### src/hfc_pkg.sv
// Shared types, constants and a helper function of the Haar feature classifier.
`default_nettype none

package hfc_pkg;

    // Default integral window edge length
    localparam int WINDOW_SIZE_DEF = 24;

    // Field widths
    localparam int COORD_W = 5;
    localparam int TYPE_W  = 3;
    localparam int VALUE_W = 18;
    localparam int SUM_W   = 20;
    localparam int CFG_W   = 20;
    localparam int CFG_AW  = 3;

    // Accumulator holds the signed sum of up to sixteen unsigned 18-bit terms
    localparam int ACC_W = 24;

    // Stream word widths
    localparam int S_TDATA_W = 32;
    localparam int M_TDATA_W = 24;

    // Register indexes on the configuration port
    localparam logic [CFG_AW-1:0] REG_LEFT      = 3'd0;
    localparam logic [CFG_AW-1:0] REG_TOP       = 3'd1;
    localparam logic [CFG_AW-1:0] REG_RIGHT     = 3'd2;
    localparam logic [CFG_AW-1:0] REG_BOTTOM    = 3'd3;
    localparam logic [CFG_AW-1:0] REG_TYPE      = 3'd4;
    localparam logic [CFG_AW-1:0] REG_POLARITY  = 3'd5;
    localparam logic [CFG_AW-1:0] REG_THRESHOLD = 3'd6;

    // Feature selectors
    localparam logic [TYPE_W-1:0] FT_HORIZ_TWO   = 3'd0;
    localparam logic [TYPE_W-1:0] FT_VERT_TWO    = 3'd1;
    localparam logic [TYPE_W-1:0] FT_HORIZ_THREE = 3'd2;
    localparam logic [TYPE_W-1:0] FT_VERT_THREE  = 3'd3;
    localparam logic [TYPE_W-1:0] FT_CHECKER     = 3'd4;

    // Item kinds on the input stream
    localparam logic KIND_LOAD = 1'b0;
    localparam logic KIND_EVAL = 1'b1;

    // Controller to datapath commands
    typedef struct packed {
        logic       load;     // write the accepted entry into the store
        logic       prep;     // latch split points, clear accumulator
        logic       issue;    // read one corner entry
        logic [3:0] step;     // corner lookup number
        logic       capture;  // move the finished sum into the output register
    } t_dp_cmd;

    // Datapath to controller status
    typedef struct packed {
        logic step_last;  // current step is the last corner of the feature
        logic no_terms;   // unknown feature type, sum is zero
    } t_dp_sts;

    // Signed divide by three, truncating toward zero, for a 7-bit signed input (-64 to 63)
    function automatic logic signed [6:0] div3_trunc(input logic signed [6:0] v);
        logic [6:0]  mag;
        logic [15:0] prod;
        logic [6:0]  q;
        mag  = v[6] ? 7'(-v) : 7'(v);
        prod = 16'(mag) * 16'd171;
        q    = prod[15:9];
        return v[6] ? $signed(7'(-q)) : $signed(q);
    endfunction

endpackage

`default_nettype wire

### src/hfc_ctrl.sv
// Controller: input handshake, evaluation sequencer and output valid flag.
`default_nettype none

module hfc_ctrl (
    input  wire logic              i_clk,
    input  wire logic              i_rst_n,
    input  wire logic              i_s_tvalid,
    output logic                   o_s_tready,
    input  wire logic              i_kind,
    output logic                   o_m_tvalid,
    input  wire logic              i_m_tready,
    output hfc_pkg::t_dp_cmd       o_cmd,
    input  wire hfc_pkg::t_dp_sts  i_sts
);

    typedef enum logic [4:0] {
        ST_IDLE   = 5'b00001,
        ST_PREP   = 5'b00010,
        ST_READ   = 5'b00100,
        ST_DRAIN  = 5'b01000,
        ST_FINISH = 5'b10000
    } t_state;

    t_state     r_state, n_state;
    logic [3:0] r_step, n_step;
    logic       r_out_valid, n_out_valid;
    logic       accept;

    // No word is taken while reset is held
    assign o_s_tready = i_rst_n && (r_state == ST_IDLE);
    assign accept     = i_s_tvalid && o_s_tready;

    // Next state and commands
    always_comb begin
        n_state       = r_state;
        n_step        = r_step;
        o_cmd         = '0;
        o_cmd.step    = r_step;
        case (r_state)
            ST_IDLE: begin
                if (accept) begin
                    if (i_kind == hfc_pkg::KIND_EVAL) begin
                        n_state = ST_PREP;
                    end else begin
                        o_cmd.load = 1'b1;
                    end
                end
            end
            ST_PREP: begin
                o_cmd.prep = 1'b1;
                n_step     = '0;
                n_state    = i_sts.no_terms ? ST_FINISH : ST_READ;
            end
            ST_READ: begin
                o_cmd.issue = 1'b1;
                if (i_sts.step_last) begin
                    n_state = ST_DRAIN;
                end else begin
                    n_step = r_step + 1'b1;
                end
            end
            ST_DRAIN: begin
                n_state = ST_FINISH;
            end
            ST_FINISH: begin
                if (!r_out_valid || i_m_tready) begin
                    o_cmd.capture = 1'b1;
                    n_state       = ST_IDLE;
                end
            end
            default: n_state = ST_IDLE;
        endcase
    end

    // Output slot: filled on capture, emptied when the word is taken
    always_comb begin
        if (o_cmd.capture) begin
            n_out_valid = 1'b1;
        end else if (i_m_tready) begin
            n_out_valid = 1'b0;
        end else begin
            n_out_valid = r_out_valid;
        end
    end

    always_ff @(posedge i_clk) begin
        if (!i_rst_n) begin
            r_state     <= ST_IDLE;
            r_step      <= '0;
            r_out_valid <= 1'b0;
        end else begin
            r_state     <= n_state;
            r_step      <= n_step;
            r_out_valid <= n_out_valid;
        end
    end

    assign o_m_tvalid = r_out_valid;

    // Never overwrite a result that is still waiting
    a_capture_free: assert property (@(posedge i_clk) disable iff (!i_rst_n)
        o_cmd.capture |-> (!r_out_valid || i_m_tready))
        else $error("result overwritten while output stalled");

    // An accepted evaluate word starts the sequencer
    a_eval_start: assert property (@(posedge i_clk) disable iff (!i_rst_n)
        (accept && i_kind == hfc_pkg::KIND_EVAL) |=> (r_state == ST_PREP))
        else $error("evaluate word did not start the sequence");

    // Drain only follows the last corner read
    a_drain_after_last: assert property (@(posedge i_clk) disable iff (!i_rst_n)
        (r_state == ST_DRAIN) |-> $past(r_state == ST_READ && i_sts.step_last))
        else $error("drain entered before the last corner read");

    // Loads write only from idle, never during a sequence
    a_load_idle: assert property (@(posedge i_clk) disable iff (!i_rst_n)
        o_cmd.load |-> (accept && !o_cmd.issue && !o_cmd.capture))
        else $error("store write outside an accepted load");

endmodule

`default_nettype wire

### config.mk
export PLATFORM = sky130hd
export DESIGN_NAME = hfc_ctrl
export DESIGN_NICKNAME = d
export VERILOG_FILES = /design/src/hfc_pkg.sv /design/src/hfc_ctrl.sv
export SDC_FILE = /design/constraint.sdc
export NUM_CORES = 1
export LEC_CHECK = 0
export ABC_AREA = 1
export ABC_CLOCK_PERIOD_IN_PS = 1520
export BUFFER_PORTS_ARGS = -buffer_cell sky130_fd_sc_hd__buf_2
export CORE_MARGIN = 2
export CORE_UTILIZATION = 40
export CTS_CLUSTER_SIZE = 24
export DETAILED_ROUTE_END_ITERATION = 8
export HOLD_SLACK_MARGIN = 0.12
export PLACE_DENSITY = 0.74
export SYNTH_ARGS = -nofsm -noshare
export SYNTH_HDL_FRONTEND = slang
export SYNTH_SLANG_ARGS = --single-unit
export TNS_END_PERCENT = 10
### constraint.sdc
create_clock -name i_clk -period 1.52 [get_ports i_clk]
set_clock_uncertainty 0.15 [all_clocks]
set_input_delay 0.304 -clock i_clk [delete_from_list [all_inputs] [get_ports i_clk]]
set_output_delay 0.304 -clock i_clk [all_outputs]
set_load 0.05 [all_outputs]
==> results.sh <==
export IMPL_status="finished with violations"
export IMPL_failed_checks="setup timing"
export IMPL_firstDrtPassIters=3
export IMPL_drive_above_1_share_pct=44.35
export IMPL_crit_arrival_ns=1.31
export IMPL_total_power_mw=1.032
export IMPL_place_congestion=0.7851
export IMPL_syn_mean_instance_area_um2=7.060
export IMPL_rsz0062_at_grt="yes"
export IMPL_cts_setup_buffers=0
export IMPL_viasPerCell=4.854
export IMPL_grt_total_usage_pct=18.23
export IMPL_wl_um=1379
export IMPL_ant_nets=0
export IMPL_vdd_drop_max_mv=0.7122
export IMPL_cts_max_level=1
export IMPL_synth_cells=84
export IMPL_min_path_type="in2reg"
export IMPL_final_cell_count_no_fill=130
export IMPL_grt_pass1_vias=576
export IMPL_grt_antenna_before_repair=0
export IMPL_core_mm2=0.001350
export IMPL_max_slew_margin_rel_pct=82.76
export IMPL_vias=631
export IMPL_dp_hpwl_um=1095
export IMPL_start_kind="register"
export IMPL_ys_seq_area_share_pct=33.76
export IMPL_chipWidth_um=42.51
export IMPL_setup_ws_ns=-0.2421
export IMPL_clkLatencyLatePin_ns=0.27
export IMPL_synth_area_um2=593.1
export IMPL_clockRootBuffer="clkbuf_4"
export IMPL_holdBufCountCts=0
export IMPL_finalHoldViolations=0
export IMPL_die_h_um=42.51
export IMPL_port_buffers=16
export IMPL_drc=0
export IMPL_nets=125
export IMPL_grt_max_degree=9
export IMPL_powerDensity_mw_per_mm2=1204
export IMPL_synth_cell_types=23
export IMPL_fmax_ghz=0.5675
export IMPL_min_period_ns=1.762
export IMPL_tightest_slew_ns=0.2583
export IMPL_cts_sinks=10
export IMPL_yosysWarnings=0
export IMPL_cts_buffer_depth=2
export IMPL_crit_path_end_kind="output port"
export IMPL_final_common_cell="buf_4"
export IMPL_drt_initial_drc_count=4
export IMPL_pre_cts_ws_ns=-0.06085
export IMPL_worstSetupPathType="reg2out"
export IMPL_antenna_cells_inserted=0
export IMPL_synth_fp_nets=92
export IMPL_leakagePower_nw=0.4565
export IMPL_synth_seq_cells=10
export IMPL_rows=13
export IMPL_cap_violations=0
export IMPL_place_inst=127
export IMPL_dieArea_mm2=0.001807
export IMPL_slew_violations=0
export IMPL_wire_per_inst_um=10.61
export IMPL_grt_first_pass_wirelength_um=2366
export IMPL_clkSlewWorstSetupHoldPaths_ns=0.06
export IMPL_period_share_pct=115.9
export IMPL_ios=17
export IMPL_cp_required_ns=1.07
export IMPL_cp_max_fo=3
export IMPL_setup_viol=5
export IMPL_start_util_pct=43.93
export IMPL_mostFrequentLayoutCells="buf_4, nand2_1, inv_1, buf_2, nor2_1"
export IMPL_cts_buffers=3
export IMPL_gr_total_overflow=0
export IMPL_syn2layout_area_growth_pct=44.51
export IMPL_cts_tree="done"
==> Yosys cell counts, drive strengths merged <==
| library cell | count | area (um^2) |
|---|---|---|
| nor4 | 1 | 12.51 |
| o21a | 1 | 7.510 |
| ha | 1 | 12.51 |
| a21oi | 5 | 25.02 |
| dfxtp | 10 | 200.2 |
| nand3 | 8 | 45.04 |
| clkinv | 1 | 3.750 |
| xor2 | 2 | 17.52 |
| o21ai | 5 | 25.02 |
| nor3 | 2 | 15.01 |
| nand2 | 13 | 51.30 |
| nand4 | 3 | 33.78 |
| inv | 16 | 60.05 |
| buf | 1 | 7.510 |
| nor2 | 15 | 76.32 |
==> repair_timing <==
action                     CTS  global route
hold endpoints to repair     0             0
gates resized for setup     14             1
setup endpoints to repair    5             6
pin swaps                    0             0
==> state kept, by name, summed over array words and instances, names as in the netlist <==
register,count
r_step,4
r_state,5
o_m_tvalid,1
==> power by group <==
group | switching, mW | total (mW) | internal [mW]
clock | 0.0932 | 0.185 | 0.0917
combinational | 0.304 | 0.534 | 0.230
sequential | 0.0190 | 0.313 | 0.294
total | 0.416 | 1.03 | 0.616
==> per-stage QoR <==
stage,hold WS [ns],util [%],area [um^2],TNS (ns)
floorplan,0.2596,-,604.3,-0.4307
global placement,0.3358,58.76,793.3,-0.02806
detailed placement,0.3429,58.76,793.3,-0.08108
CTS,0.1708,63.11,852.1,-0.9698
global route,0.2000,63.48,857.1,-1.231
finish,0.1674,63.48,857.1,-0.9315
==> cell families after synthesis <==
group	after synthesis	synth area share (%)
fa+ha+maj	1	2.109
flops	10	33.75
xor+xnor	2	2.954
simple gates	42	39.45
buf+inv	18	12.02
compound gates	11	9.704
==> final cells by class <==
class                           count  area [um^2]
Timing Repair Buffer               29        209.0
Clock buffer                        3        22.52
Sequential cell                    10        202.7
Fill cell                         112        493.0
Multi-Input combinational cell     56        340.3
Tap cell                           15        18.77
Inverter                           17        63.81
==> routing by layer <==
| metal | part of all wire, % | track usage, % | routed length, um | vias up |
|---|---|---|---|---|
| met5 | 0 | 0 | 0 | - |
| met4 | 3.3 | 11.25 | 45 | 0 |
| met3 | 3.0 | 3.879 | 42 | 4 |
| met2 | 49 | 30.77 | 682 | 13 |
| met1 | 44 | 20.63 | 609 | 282 |
| li1 | - | - | - | 332 |
==> critical path, stage by stage, from the launching register on <==
cell and delay, ns:
dfxtp_2 0.32, inv_1 0.04, nor2_2 0.09, nand2_1 0.07, nor2_2 0.11, inv_2 0.07
nor4_4 0.14, buf_6 0.19
==> final timing paths <==
kind	from	endpoint	slack, ns	cells after the start
max	r_state[0]	o_cmd[7]	-0.24	7
min	i_sts[0]	r_state[2]	0.17	4
max reg2reg	r_state[0]	r_state[0]	0.08	8
min reg2reg	r_step[0]	r_step[0]	0.37	1
Power figures use the tool's default switching activity.
